**config.mk**
```make
export PLATFORM = sky130hd
export DESIGN_NAME = motor_command_frame_scheduler
export DESIGN_NICKNAME = d
export VERILOG_FILES = /design/src/design/mcfs_pkg.sv /design/src/design/mcfs_front.sv /design/src/design/mcfs_queue.sv /design/src/design/mcfs_back.sv /design/src/design/motor_command_frame_scheduler.sv
export SDC_FILE = /design/constraint.sdc
export NUM_CORES = 1
export LEC_CHECK = 0
export ABC_AREA = 1
export CAP_MARGIN = 10
export CORE_MARGIN = 1
export CORE_UTILIZATION = 55
export CTS_CLUSTER_DIAMETER = 50
export DETAILED_ROUTE_END_ITERATION = 12
export DONT_BUFFER_PORTS = 1
export PLACE_DENSITY = 0.7
export SYNTH_ARGS = -nofsm -noshare
export SYNTH_HDL_FRONTEND = slang
export SYNTH_SLANG_ARGS = --single-unit
```
**constraint.sdc**
```tcl
create_clock -name clk -period 6.1 [get_ports clk]
set_input_delay 1.22 -clock clk [delete_from_list [all_inputs] [get_ports clk]]
set_output_delay 1.22 -clock clk [all_outputs]
set_load 0.005 [all_outputs]
```
**src/design/mcfs_pkg.sv**
```systemverilog
`timescale 1ns / 1ps
// Shared types, codes and helpers of the motor command frame scheduler.
// No dependencies; used by every module of the block.
package mcfs_pkg;

	// Frame kinds as they appear on frame_kind
	typedef enum logic [2:0] {
		KIND_CURRENT,
		KIND_SPEED,
		KIND_DUTY,
		KIND_TYPE,
		KIND_DIR
	} frame_kind_t;

	// Control mode codes; any other code runs as current mode
	localparam logic [1:0] MODE_SPEED = 2'd1;
	localparam logic [1:0] MODE_DUTY  = 2'd2;

	// Configuration register indexes
	localparam logic [2:0] REG_CURRENT_LIMIT = 3'd0;
	localparam logic [2:0] REG_SPEED_LIMIT   = 3'd1;
	localparam logic [2:0] REG_DUTY_LIMIT    = 3'd2;
	localparam logic [2:0] REG_KEEPALIVE     = 3'd3;
	localparam logic [2:0] REG_STALE_LIMIT   = 3'd4;

	// Reset values
	localparam logic [14:0] CURRENT_LIMIT_RST = 15'd32767;
	localparam logic [30:0] SPEED_LIMIT_RST   = 31'h7FFF_FFFF;
	localparam logic [13:0] DUTY_LIMIT_RST    = 14'd10000;
	localparam logic [15:0] KEEPALIVE_RST     = 16'd200;
	localparam logic [15:0] STALE_LIMIT_RST   = 16'd40;
	localparam logic [16:0] AGE_RST           = 17'd200;
	localparam logic [7:0]  PREV_TYPE_RST     = 8'hFF;

	localparam logic [16:0] AGE_MAX        = 17'h1FFFF;
	localparam logic [15:0] STATUS_AGE_MAX = 16'hFFFF;

	// Default depth of the period queue between front and back
	localparam int Q_DEPTH_DEF = 4;

	// Back end sequencer: which frame of the head period goes out next
	typedef enum logic [1:0] {
		PH_DEMAND,
		PH_TYPE,
		PH_DIR
	} phase_t;

	// One accepted control period
	typedef struct packed {
		logic [1:0]         ctrl_mode;
		logic signed [15:0] current_cmd;
		logic signed [31:0] speed_cmd;
		logic signed [15:0] duty_cmd;
		logic [7:0]         flight_mode;
		logic [7:0]         motor_code;
		logic               dir_invert;
		logic               status_received;
	} item_t;

	// Classified period: everything the back end needs to emit its frames
	typedef struct packed {
		frame_kind_t        dem_kind;
		logic signed [31:0] dem_value;
		logic [7:0]         mode;
		logic [7:0]         dem_seq;
		logic               fault;
		logic               send_type;
		logic [7:0]         type_val;
		logic [7:0]         type_seq;
		logic               send_dir;
		logic               dir_val;
		logic [7:0]         dir_seq;
	} period_rec_t;

	// Symmetric clamp of a signed value to [-lim, lim]
	function automatic logic signed [31:0] clamp_sym(input logic signed [32:0] v,
			input logic [30:0] lim);
		logic signed [32:0] hi;
		logic signed [32:0] lo;
		hi = signed'({2'b00, lim});
		lo = -hi;
		if (v < lo) begin
			return lo[31:0];
		end else if (v > hi) begin
			return hi[31:0];
		end else begin
			return v[31:0];
		end
	endfunction

endpackage

```
**src/design/mcfs_front.sv**
```systemverilog
`timescale 1ns / 1ps
// Front end: configuration registers, per-period state update and frame selection.
// Depends on mcfs_pkg; writes one period record per accepted item.
module mcfs_front import mcfs_pkg::*; (
	input  logic        clk,
	input  logic        arst_n,
	input  logic        cfg_valid,
	output logic        cfg_ready,
	input  logic [2:0]  cfg_index,
	input  logic [31:0] cfg_data,
	input  logic        accept,
	input  item_t       item,
	output period_rec_t rec
);

	logic [14:0] current_limit_q;
	logic [30:0] speed_limit_q;
	logic [13:0] duty_limit_q;
	logic [15:0] keepalive_q;
	logic [15:0] stale_limit_q;

	logic [7:0]  demand_seq_q;
	logic [7:0]  type_seq_q;
	logic [7:0]  dir_seq_q;
	logic [7:0]  prev_type_q;
	logic        prev_dir_known_q;
	logic        prev_dir_q;
	logic [16:0] type_age_q;
	logic [16:0] dir_age_q;
	logic [15:0] status_age_q;
	logic        seen_q;
	logic        fault_q;

	logic [15:0]        status_age_d;
	logic               seen_d;
	logic               fault_d;
	logic [16:0]        type_age_inc;
	logic [16:0]        dir_age_inc;
	logic               send_type;
	logic               send_dir;
	logic signed [32:0] dem_in;
	logic [30:0]        dem_lim;
	frame_kind_t        dem_kind;

	assign cfg_ready = 1'b1;

	always_ff @(posedge clk or negedge arst_n) begin
		if (!arst_n) begin
			current_limit_q <= CURRENT_LIMIT_RST;
			speed_limit_q   <= SPEED_LIMIT_RST;
			duty_limit_q    <= DUTY_LIMIT_RST;
			keepalive_q     <= KEEPALIVE_RST;
			stale_limit_q   <= STALE_LIMIT_RST;
		end else if (cfg_valid) begin
			case (cfg_index)
				REG_CURRENT_LIMIT: current_limit_q <= cfg_data[14:0];
				REG_SPEED_LIMIT:   speed_limit_q   <= cfg_data[30:0];
				REG_DUTY_LIMIT:    duty_limit_q    <= cfg_data[13:0];
				REG_KEEPALIVE:     keepalive_q     <= cfg_data[15:0];
				REG_STALE_LIMIT:   stale_limit_q   <= cfg_data[15:0];
				default: ;
			endcase
		end
	end

	// staleness: receipt clears, fault latches once age passes the limit
	always_comb begin
		status_age_d = status_age_q;
		seen_d       = seen_q;
		fault_d      = fault_q;
		if (item.status_received) begin
			status_age_d = '0;
			seen_d       = 1'b1;
			fault_d      = 1'b0;
		end else if (seen_q && status_age_q != STATUS_AGE_MAX) begin
			status_age_d = status_age_q + 16'd1;
		end
		if (seen_d && status_age_d > stale_limit_q) begin
			fault_d = 1'b1;
		end
	end

	// keep-alive ages saturate, then a send resets them
	assign type_age_inc = (type_age_q != AGE_MAX) ? type_age_q + 17'd1 : type_age_q;
	assign dir_age_inc  = (dir_age_q != AGE_MAX) ? dir_age_q + 17'd1 : dir_age_q;
	assign send_type = (item.motor_code != prev_type_q) ||
		(type_age_inc >= {1'b0, keepalive_q});
	assign send_dir  = !prev_dir_known_q || (item.dir_invert != prev_dir_q) ||
		(dir_age_inc >= {1'b0, keepalive_q});

	// demand select, then one shared clamp
	always_comb begin
		case (item.ctrl_mode)
			MODE_SPEED: begin
				dem_kind = KIND_SPEED;
				dem_in   = {item.speed_cmd[31], item.speed_cmd};
				dem_lim  = speed_limit_q;
			end
			MODE_DUTY: begin
				dem_kind = KIND_DUTY;
				dem_in   = {{17{item.duty_cmd[15]}}, item.duty_cmd};
				dem_lim  = {17'd0, duty_limit_q};
			end
			default: begin
				dem_kind = KIND_CURRENT;
				dem_in   = {{17{item.current_cmd[15]}}, item.current_cmd};
				dem_lim  = {16'd0, current_limit_q};
			end
		endcase
	end

	always_comb begin
		rec.dem_kind  = dem_kind;
		rec.dem_value = clamp_sym(dem_in, dem_lim);
		rec.mode      = item.flight_mode;
		rec.dem_seq   = demand_seq_q;
		rec.fault     = fault_d;
		rec.send_type = send_type;
		rec.type_val  = item.motor_code;
		rec.type_seq  = type_seq_q;
		rec.send_dir  = send_dir;
		rec.dir_val   = item.dir_invert;
		rec.dir_seq   = dir_seq_q;
	end

	always_ff @(posedge clk or negedge arst_n) begin
		if (!arst_n) begin
			demand_seq_q     <= '0;
			type_seq_q       <= '0;
			dir_seq_q        <= '0;
			prev_type_q      <= PREV_TYPE_RST;
			prev_dir_known_q <= 1'b0;
			prev_dir_q       <= 1'b0;
			type_age_q       <= AGE_RST;
			dir_age_q        <= AGE_RST;
			status_age_q     <= '0;
			seen_q           <= 1'b0;
			fault_q          <= 1'b0;
		end else if (accept) begin
			demand_seq_q <= demand_seq_q + 8'd1;
			status_age_q <= status_age_d;
			seen_q       <= seen_d;
			fault_q      <= fault_d;
			if (send_type) begin
				type_seq_q  <= type_seq_q + 8'd1;
				prev_type_q <= item.motor_code;
				type_age_q  <= '0;
			end else begin
				type_age_q <= type_age_inc;
			end
			if (send_dir) begin
				dir_seq_q        <= dir_seq_q + 8'd1;
				prev_dir_known_q <= 1'b1;
				prev_dir_q       <= item.dir_invert;
				dir_age_q        <= '0;
			end else begin
				dir_age_q <= dir_age_inc;
			end
		end
	end

`ifndef NO_ASSERTIONS
	a_fault_needs_seen: assert property (@(posedge clk) disable iff (!arst_n)
		fault_q |-> seen_q)
		else $error("stale fault set before any status receipt");
	a_type_age_cleared: assert property (@(posedge clk) disable iff (!arst_n)
		accept && send_type |=> type_age_q == '0 && prev_type_q == $past(item.motor_code))
		else $error("type frame sent without clearing its age");
`endif

endmodule

```
**src/design/mcfs_queue.sv**
```systemverilog
`timescale 1ns / 1ps
// Short queue of period records between front and back ends.
// Depends on mcfs_pkg for the record type.
module mcfs_queue import mcfs_pkg::*; #(
	parameter int DEPTH = Q_DEPTH_DEF
) (
	input  logic        clk,
	input  logic        arst_n,
	input  logic        wr_en,
	input  period_rec_t wr_rec,
	output logic        full,
	input  logic        rd_en,
	output period_rec_t rd_rec,
	output logic        empty
);

	localparam int AW = $clog2(DEPTH);
	localparam int CW = $clog2(DEPTH + 1);

	period_rec_t   mem_q [DEPTH];
	logic [AW-1:0] wr_ptr_q;
	logic [AW-1:0] rd_ptr_q;
	logic [CW-1:0] count_q;

	assign full   = (count_q == CW'(DEPTH));
	assign empty  = (count_q == '0);
	assign rd_rec = mem_q[rd_ptr_q];

	always_ff @(posedge clk) begin
		if (wr_en) begin
			mem_q[wr_ptr_q] <= wr_rec;
		end
	end

	always_ff @(posedge clk or negedge arst_n) begin
		if (!arst_n) begin
			wr_ptr_q <= '0;
			rd_ptr_q <= '0;
			count_q  <= '0;
		end else begin
			if (wr_en) begin
				wr_ptr_q <= (wr_ptr_q == AW'(DEPTH - 1)) ? '0 : wr_ptr_q + 1'b1;
			end
			if (rd_en) begin
				rd_ptr_q <= (rd_ptr_q == AW'(DEPTH - 1)) ? '0 : rd_ptr_q + 1'b1;
			end
			case ({wr_en, rd_en})
				2'b10:   count_q <= count_q + 1'b1;
				2'b01:   count_q <= count_q - 1'b1;
				default: ;
			endcase
		end
	end

`ifndef NO_ASSERTIONS
	a_count_bound: assert property (@(posedge clk) disable iff (!arst_n)
		count_q <= CW'(DEPTH) && !(rd_en && empty) && !(wr_en && full))
		else $error("period queue over- or underflow");
`endif

endmodule

```
**src/design/mcfs_back.sv**
```systemverilog
`timescale 1ns / 1ps
// Back end: walks the head period record frame by frame into the output register.
// Depends on mcfs_pkg for the record, phase and frame kind types.
module mcfs_back import mcfs_pkg::*; (
	input  logic               clk,
	input  logic               arst_n,
	input  period_rec_t        rec,
	input  logic               rec_valid,
	output logic               rec_pop,
	output logic               empty,
	input  logic               pop,
	output logic [2:0]         frame_kind,
	output logic signed [31:0] payload,
	output logic [7:0]         frame_mode,
	output logic [7:0]         sequence_res,
	output logic               stale_fault,
	output logic               last_of_period
);

	phase_t             phase_q;
	phase_t             phase_d;
	phase_t             phase_nxt;
	logic               out_valid_q;
	logic               load;
	frame_kind_t        kind_sel;
	logic signed [31:0] payload_sel;
	logic [7:0]         seq_sel;
	logic               last_sel;

	frame_kind_t        kind_q;
	logic signed [31:0] payload_q;
	logic [7:0]         mode_q;
	logic [7:0]         seq_q;
	logic               fault_q;
	logic               last_q;

	assign load    = rec_valid && (!out_valid_q || pop);
	assign rec_pop = load && last_sel;
	assign empty   = !out_valid_q;

	always_ff @(posedge clk or negedge arst_n) begin
		if (!arst_n) begin
			phase_q     <= PH_DEMAND;
			out_valid_q <= 1'b0;
		end else begin
			phase_q     <= phase_d;
			out_valid_q <= load || (out_valid_q && !pop);
		end
	end

	always_comb begin
		kind_sel    = rec.dem_kind;
		payload_sel = rec.dem_value;
		seq_sel     = rec.dem_seq;
		last_sel    = 1'b0;
		phase_nxt   = PH_DEMAND;
		case (phase_q)
			PH_DEMAND: begin
				last_sel = !rec.send_type && !rec.send_dir;
				if (rec.send_type) begin
					phase_nxt = PH_TYPE;
				end else if (rec.send_dir) begin
					phase_nxt = PH_DIR;
				end
			end
			PH_TYPE: begin
				kind_sel    = KIND_TYPE;
				payload_sel = {24'd0, rec.type_val};
				seq_sel     = rec.type_seq;
				last_sel    = !rec.send_dir;
				if (rec.send_dir) begin
					phase_nxt = PH_DIR;
				end
			end
			PH_DIR: begin
				kind_sel    = KIND_DIR;
				payload_sel = {31'd0, rec.dir_val};
				seq_sel     = rec.dir_seq;
				last_sel    = 1'b1;
			end
			default: ;
		endcase
		phase_d = load ? phase_nxt : phase_q;
	end

	always_ff @(posedge clk) begin
		if (load) begin
			kind_q    <= kind_sel;
			payload_q <= payload_sel;
			mode_q    <= rec.mode;
			seq_q     <= seq_sel;
			fault_q   <= rec.fault;
			last_q    <= last_sel;
		end
	end

	assign frame_kind     = kind_q;
	assign payload        = payload_q;
	assign frame_mode     = mode_q;
	assign sequence_res   = seq_q;
	assign stale_fault    = fault_q;
	assign last_of_period = last_q;

`ifndef NO_ASSERTIONS
	a_new_period_at_demand: assert property (@(posedge clk) disable iff (!arst_n)
		rec_pop |=> phase_q == PH_DEMAND)
		else $error("sequencer did not return to the demand frame");
	a_head_held_midway: assert property (@(posedge clk) disable iff (!arst_n)
		phase_q != PH_DEMAND |-> rec_valid)
		else $error("period record left the queue before its last frame");
`endif

endmodule

```
**src/design/motor_command_frame_scheduler.sv**
```systemverilog
`timescale 1ns / 1ps
// Motor command frame scheduler: one input item per control period, one to three
// frames out (demand, then motor type and direction when changed or kept alive).
// Depends on mcfs_pkg, mcfs_front, mcfs_queue and mcfs_back.
//
// Each accepted item is one control period. The front end updates the
// stale-status state, clamps the demand selected by ctrl_mode and decides
// whether motor-type and invert-direction frames go out, all in the accept
// cycle, and writes one period record into a QUEUE_DEPTH-entry queue
// (default 4). The back end walks the head record and places one frame per
// cycle in an output register while pop keeps it free. Frames come out in
// the order demand, motor type, direction; last_of_period marks the final
// frame of each period and stale_fault carries the fault after that
// period's update. Rate: an item is accepted in any cycle the queue has
// room (full low); its record is registered in the queue, and the back end
// then loads its first frame into the output register once that is free.
// The output port moves one frame per cycle while pop is high, and the
// sustained rate is set by how many frames each period emits. Config
// writes are taken every cycle (cfg_ready is always high); indexes beyond
// the five registers are ignored. Write config only while the block is idle.
module motor_command_frame_scheduler import mcfs_pkg::*; #(
	parameter int QUEUE_DEPTH = Q_DEPTH_DEF
) (
	input  logic               clk,
	input  logic               arst_n,
	// configuration write channel
	input  logic               cfg_valid,
	output logic               cfg_ready,
	input  logic [2:0]         cfg_index,
	input  logic [31:0]        cfg_data,
	// period items in
	input  logic               push,
	output logic               full,
	input  logic [1:0]         ctrl_mode,
	input  logic signed [15:0] current_cmd,
	input  logic signed [31:0] speed_cmd,
	input  logic signed [15:0] duty_cmd,
	input  logic [7:0]         flight_mode,
	input  logic [7:0]         motor_code,
	input  logic               dir_invert,
	input  logic               status_received,
	// frames out
	output logic               empty,
	input  logic               pop,
	output logic [2:0]         frame_kind,
	output logic signed [31:0] payload,
	output logic [7:0]         frame_mode,
	output logic [7:0]         sequence_res,
	output logic               stale_fault,
	output logic               last_of_period
);

	item_t       item;
	period_rec_t front_rec;
	period_rec_t head_rec;
	logic        accept;
	logic        q_empty;
	logic        rec_pop;

	assign accept = push && !full;

	always_comb begin
		item.ctrl_mode       = ctrl_mode;
		item.current_cmd     = current_cmd;
		item.speed_cmd       = speed_cmd;
		item.duty_cmd        = duty_cmd;
		item.flight_mode     = flight_mode;
		item.motor_code      = motor_code;
		item.dir_invert      = dir_invert;
		item.status_received = status_received;
	end

	mcfs_front u_front (
		.clk       (clk),
		.arst_n    (arst_n),
		.cfg_valid (cfg_valid),
		.cfg_ready (cfg_ready),
		.cfg_index (cfg_index),
		.cfg_data  (cfg_data),
		.accept    (accept),
		.item      (item),
		.rec       (front_rec)
	);

	mcfs_queue #(
		.DEPTH (QUEUE_DEPTH)
	) u_queue (
		.clk    (clk),
		.arst_n (arst_n),
		.wr_en  (accept),
		.wr_rec (front_rec),
		.full   (full),
		.rd_en  (rec_pop),
		.rd_rec (head_rec),
		.empty  (q_empty)
	);

	mcfs_back u_back (
		.clk            (clk),
		.arst_n         (arst_n),
		.rec            (head_rec),
		.rec_valid      (!q_empty),
		.rec_pop        (rec_pop),
		.empty          (empty),
		.pop            (pop),
		.frame_kind     (frame_kind),
		.payload        (payload),
		.frame_mode     (frame_mode),
		.sequence_res   (sequence_res),
		.stale_fault    (stale_fault),
		.last_of_period (last_of_period)
	);

endmodule
```
# Word level (Yosys, flattened, before mapping)
# Memory sizes are Yosys's and may differ from the RTL's.
# Cells that the tools add are included.
# totals
regBits	241
ramBits	312
in_bits	124
out_inout_bits	56
n_memories	1
# memory_table
memory	depth	word_bits	read_ports	rd_ports_with_merged_regs	wr	line_no	source
u_queue.mem_q	4	78	1	0	1	mcfs_queue.sv:20	period_rec_t mem_q [DEPTH];
# op_classes
addsub	11
order_cmp	5
n_eq_ne	18
muxes	26
n_reduce_logical	30
# op_table
operator	n
17-bit two-way mux	4
33-bit case mux with 2 select lines	1
32-bit two-way mux	2
32-bit case mux with 2 select lines	1
31-bit case mux with 2 select lines	1
17-bit by 1-bit adder with 17-bit output, second input constant	2
17-bit by 16-bit greater-or-equal comparator with 1-bit output	2
17-bit inequality test, second input constant	2
33-bit by 32-bit > comparator with 1-bit output	1
33-bit < comparator	1
31-bit negator with 33-bit output	1
16-bit two-way mux	2
8-bit by 1-bit adder with 8-bit output, second input constant	3
16-bit by 1-bit adder with 16-bit output, second input constant	1
16-bit > comparator	1
16-bit inequality test, second input constant	1
8-bit case mux with 2 select lines	1
2-bit AND reduction	7
3-bit case mux with 2 select lines	2
2-bit equality test, second input constant	5
2-bit two-way mux	4
8-bit inequality test	1
2-bit case mux with 2 select lines	2
1-bit logical AND	7
other kinds (15)	35

# Depth between registers and ports, before layout
# logic_depth
word_depth	7
mapped_depth	30

# Hierarchy
# Synthesis repeated with hierarchy kept, for this count alone.
# unflattened
hier_cells	3265
area_unflattened_um2	29642.2
# modules_own_cells
mod	instances	cells_each	area_each_um2	seq_area_each_um2
mcfs_front	1	2079	14305.0	4541.9
mcfs_queue	1	975	13000.0	9664.3
mcfs_back	1	208	2323.5	1666.6
motor_command_frame_scheduler	1	3	13.8	0.0

# Worst setup path before layout
# No wires, ideal clock.
# synth_path
kind	input-to-reg
startpoint	input push
endpoint	memory u_queue.mem_q[0][0] in the netlist's numbering, enable pin
setup_time_ps	515
arrival_ps	5194
t_required_ps	5585
path_slack_ps	391
path_stages	6
cell_sequence	inv_1 -> nor2_1 -> inv_1 -> clkbuf_1 -> clkbuf_1 -> nor2_1
# synth_via
elab_chain_cells	3
# synth_lines
element	line_no	source
start: declaration	motor_command_frame_scheduler.sv:32	input logic push,
1-bit logical AND	motor_command_frame_scheduler.sv:60	assign accept = push && !full;
1-bit two-way mux	mcfs_queue.sv:30	if (wr_en) begin
1-bit two-way mux (not written as such)	mcfs_queue.sv:31	mem_q[wr_ptr_q] <= wr_rec;
end: declaration	mcfs_queue.sv:20	
# Every way passes these cells.

==> out/metrics.cfg <==
[run_status]
outcome=complete, no violations

[power]
clkPwrFrac_pct=28.9
p_leak_nw=13.32
combinationalPowerShare_pct=27.2
swShare_pct=34.95
p_int_mw=8.576
power_density_nw_per_um2=424.4
peakVddDrop_uv=261.5
power_switching_mw=4.607
pwr-share-seq_pct=43.9

[routing]
drt-pass1-iter-count=6
route.detailed.drc=0
viasPerCell=5.728
dr.first_iter.drc_count=1866
wl_per_cell_um=19.38
vias=21350
routed_wl_mm=72.22
antenna_left=0

[sta]
fmax_ghz=0.1916
fin_crit_sh_pct=85.54
slew_headroom_pct=26.80
setup_violations=0
fin_crit_ns=5.218
worst_slack_ns=0.8821
maxSlewViolCount=0
rsz0062_at_grt=no
worst_slew_pin_slew_ns=1.098
final.setup_skew_ns=0.02170
setup_tns_ns=0
hold_viol=0

[clocking]
cts_resized=0
clock_latency_ns=0.64
tritoncts=done
htreeDepth=2
numCtsBuffers=58
cts_setup_buffers=0
holdBufCountCts=0
clock_path_buffers=3
cts_root_buffer=clkbuf_16
cts.sinks=553
clkTransAtPathRegs_ns=0.06

[setup_path]
path_class=in2reg
critPathLaunch=ctrl_mode[0]
worst_ep_arrival_time_ns=5.65
cpMostUsedCell=nand2_1
worstSetupStartpointType=input pin
slowest_delay_ns=0.40
cp_slowest_cell=inv_2
critPathMaxFanout=20
worstPathRequired_ns=6.53
cp-end-kind=flip-flop
r2r_start=u_front.dir_age_q[0]$_DFFE_PN0P_

[logic_synthesis]
yosys_most_used_dff=edfxtp_1
synth_edf_count=365
ys_seq_area_share_pct=55.67
netlist_area_um2=28290
synthesis.instances=3039
syn_nets=3297
ys_ff_latch=553
ys_async_sr_fraction_pct=34.00
avgSynthCellArea_um2=9.311
ys_warn_count=0
yosysUniqueCellTypes=50

[cells_and_area]
final_cell_mix=702 x nand2_1, 365 x edfxtp_1, 327 x o21ai_0
layout.nets=3263
syn_to_final_growth_pct=9.777
fillers=4172
drive_above_1_share_pct=9.100
antenna-diode-count=0
layout_commonest_cell=nand2_1

[floorplan]
rows=82
io_pins=180
die_y_um=228.8
die_area_um2=52360
die_w_um=228.8
fp.coreArea_um2=50480
initial_utilization_pct=56.05

[grt]
grt_pass1_vias=20440
grt_usage_pct=27.69
grt_antenna_before_repair=1
grt_pass1_wl_mm=113.5
grt-ovfl-total=0
grt_start_max_net_pins=189

[place]
io_buffer_count=0
gp_congestion=0.9504
dpl_worst_slack_ns=0.3669
dp_hpwl_mm=48.28

[min_path]
min_path_type=in2async

[job]
cap_viol_max_count=0

-- worst paths after layout --
kind | end | slack, ns | depth (start not counted)
max | u_queue.mem_q[3][73]$_DFFE_PP_ | 0.88 | 25
min | u_front.stale_limit_q[8]$_DFFE_PN0P_ | 0.37 | 0
max reg2reg | u_front.dir_seq_q[6]$_DFFE_PN0P_ | 1.51 | 20
min reg2reg | u_front.prev_dir_known_q$_DFFE_PN0P_ | 0.46 | 2
max in group asynchronous | u_queue.rd_ptr_q[0]$_DFFE_PN0P_ | 5.14 | 0
min in group clk | u_front.prev_dir_known_q$_DFFE_PN0P_ | 0.46 | 2
-- power groups by stage --
| stage | registers, mW | logic [mW] | clock network, mW |
|---|---|---|---|
| global placement | 5.80 | 3.45 | 0 |
| CTS | 5.78 | 3.59 | 3.87 |
| finish | 5.79 | 3.59 | 3.81 |
| floorplan | 5.67 | 2.54 | 0 |
| global route | 5.88 | 4.01 | 4.02 |
| detailed placement | 5.85 | 3.57 | 0 |
-- Yosys cell counts (68+ instances only) --
cell / n / area [µm²]
a21oi_1: 86 / 430.4
o22ai_1: 68 / 425.4
edfxtp_1: 365 / 10960
ha_1: 133 / 1664
o21ai_0: 327 / 1637
dfrtp_1: 118 / 2953
nor2_1: 301 / 1130
dfstp_2: 70 / 1839
nand2_1: 702 / 2635
inv_1: 289 / 1085
nand3_1: 188 / 940.9
clkbuf_1: 107 / 401.6
-- area by class of cell --
type	count	area, µm²	share of cell area (%)
sequential	553	15760	50.73
multi-input combinational	2057	10920	35.15
clock buffer	67	1546	4.979
inverter	294	1107	3.565
tap	672	840.8	2.707
clock inverter	43	569.3	1.833
timing repair buffer	41	320.3	1.031
-- cells by family after synthesis --
| logic type | after synthesis | share of synthesized area, % |
|---|---|---|
| other cells | 1 | 0.01325 |
| flops | 553 | 55.67 |
| compound gates | 535 | 10.65 |
| mux | 15 | 0.5970 |
| simple gates | 1305 | 19.13 |
| fa+ha+maj | 134 | 5.952 |
| buf+inv | 429 | 5.912 |
| xor+xnor | 67 | 2.074 |
-- critical path, delay by kind of cell --
| family | cells | cell delay, ns |
|---|---|---|
| buf+inv | 5 | 1.04 |
| fa+ha+maj | 2 | 0.61 |
| simple gates | 18 | 2.76 |
-- metal layers --
metal	track usage, %	share of wire (%)	vias to the layer above
li1	-	-	10220
met1	40.31	45	10330
met2	44.11	47	710
met3	3.593	6.1	88
met4	6.938	1.8	0
met5	0	0	-
-- registers in the layout (all words and copies together), names as in the netlist, 2 cells and up --
signal and cells:
u_back.frame_kind 3, u_back.frame_mode 8, u_back.payload 32, u_back.phase_q 2, u_back.sequence_res 8, u_front.current_limit_q 15, u_front.demand_seq_q 8, u_front.dir_age_q 17
u_front.dir_seq_q 8, u_front.duty_limit_q 14, u_front.keepalive_q 16, u_front.prev_type_q 8, u_front.speed_limit_q 31, u_front.stale_limit_q 16, u_front.status_age_q 16, u_front.type_age_q 17
u_front.type_seq_q 8, u_queue.count_q 3, u_queue.mem_q 312, u_queue.rd_ptr_q 2, u_queue.wr_ptr_q 2
-- through the flow --
step	util, %	std cells	total power, mW	instance area (µm²)	hold slack, ns
floorplan	-	3039	8.209	28290	0.4227
global placement	57.34	3617	9.253	28950	0.4421
detailed placement	57.34	3617	9.413	28950	0.4491
CTS	61.53	3727	13.25	31060	0.2703
global route	61.53	3727	13.91	31060	0.2910
finish	61.53	3727	13.18	31060	0.3703
Note: power is estimated with default switching activity, not from simulation.
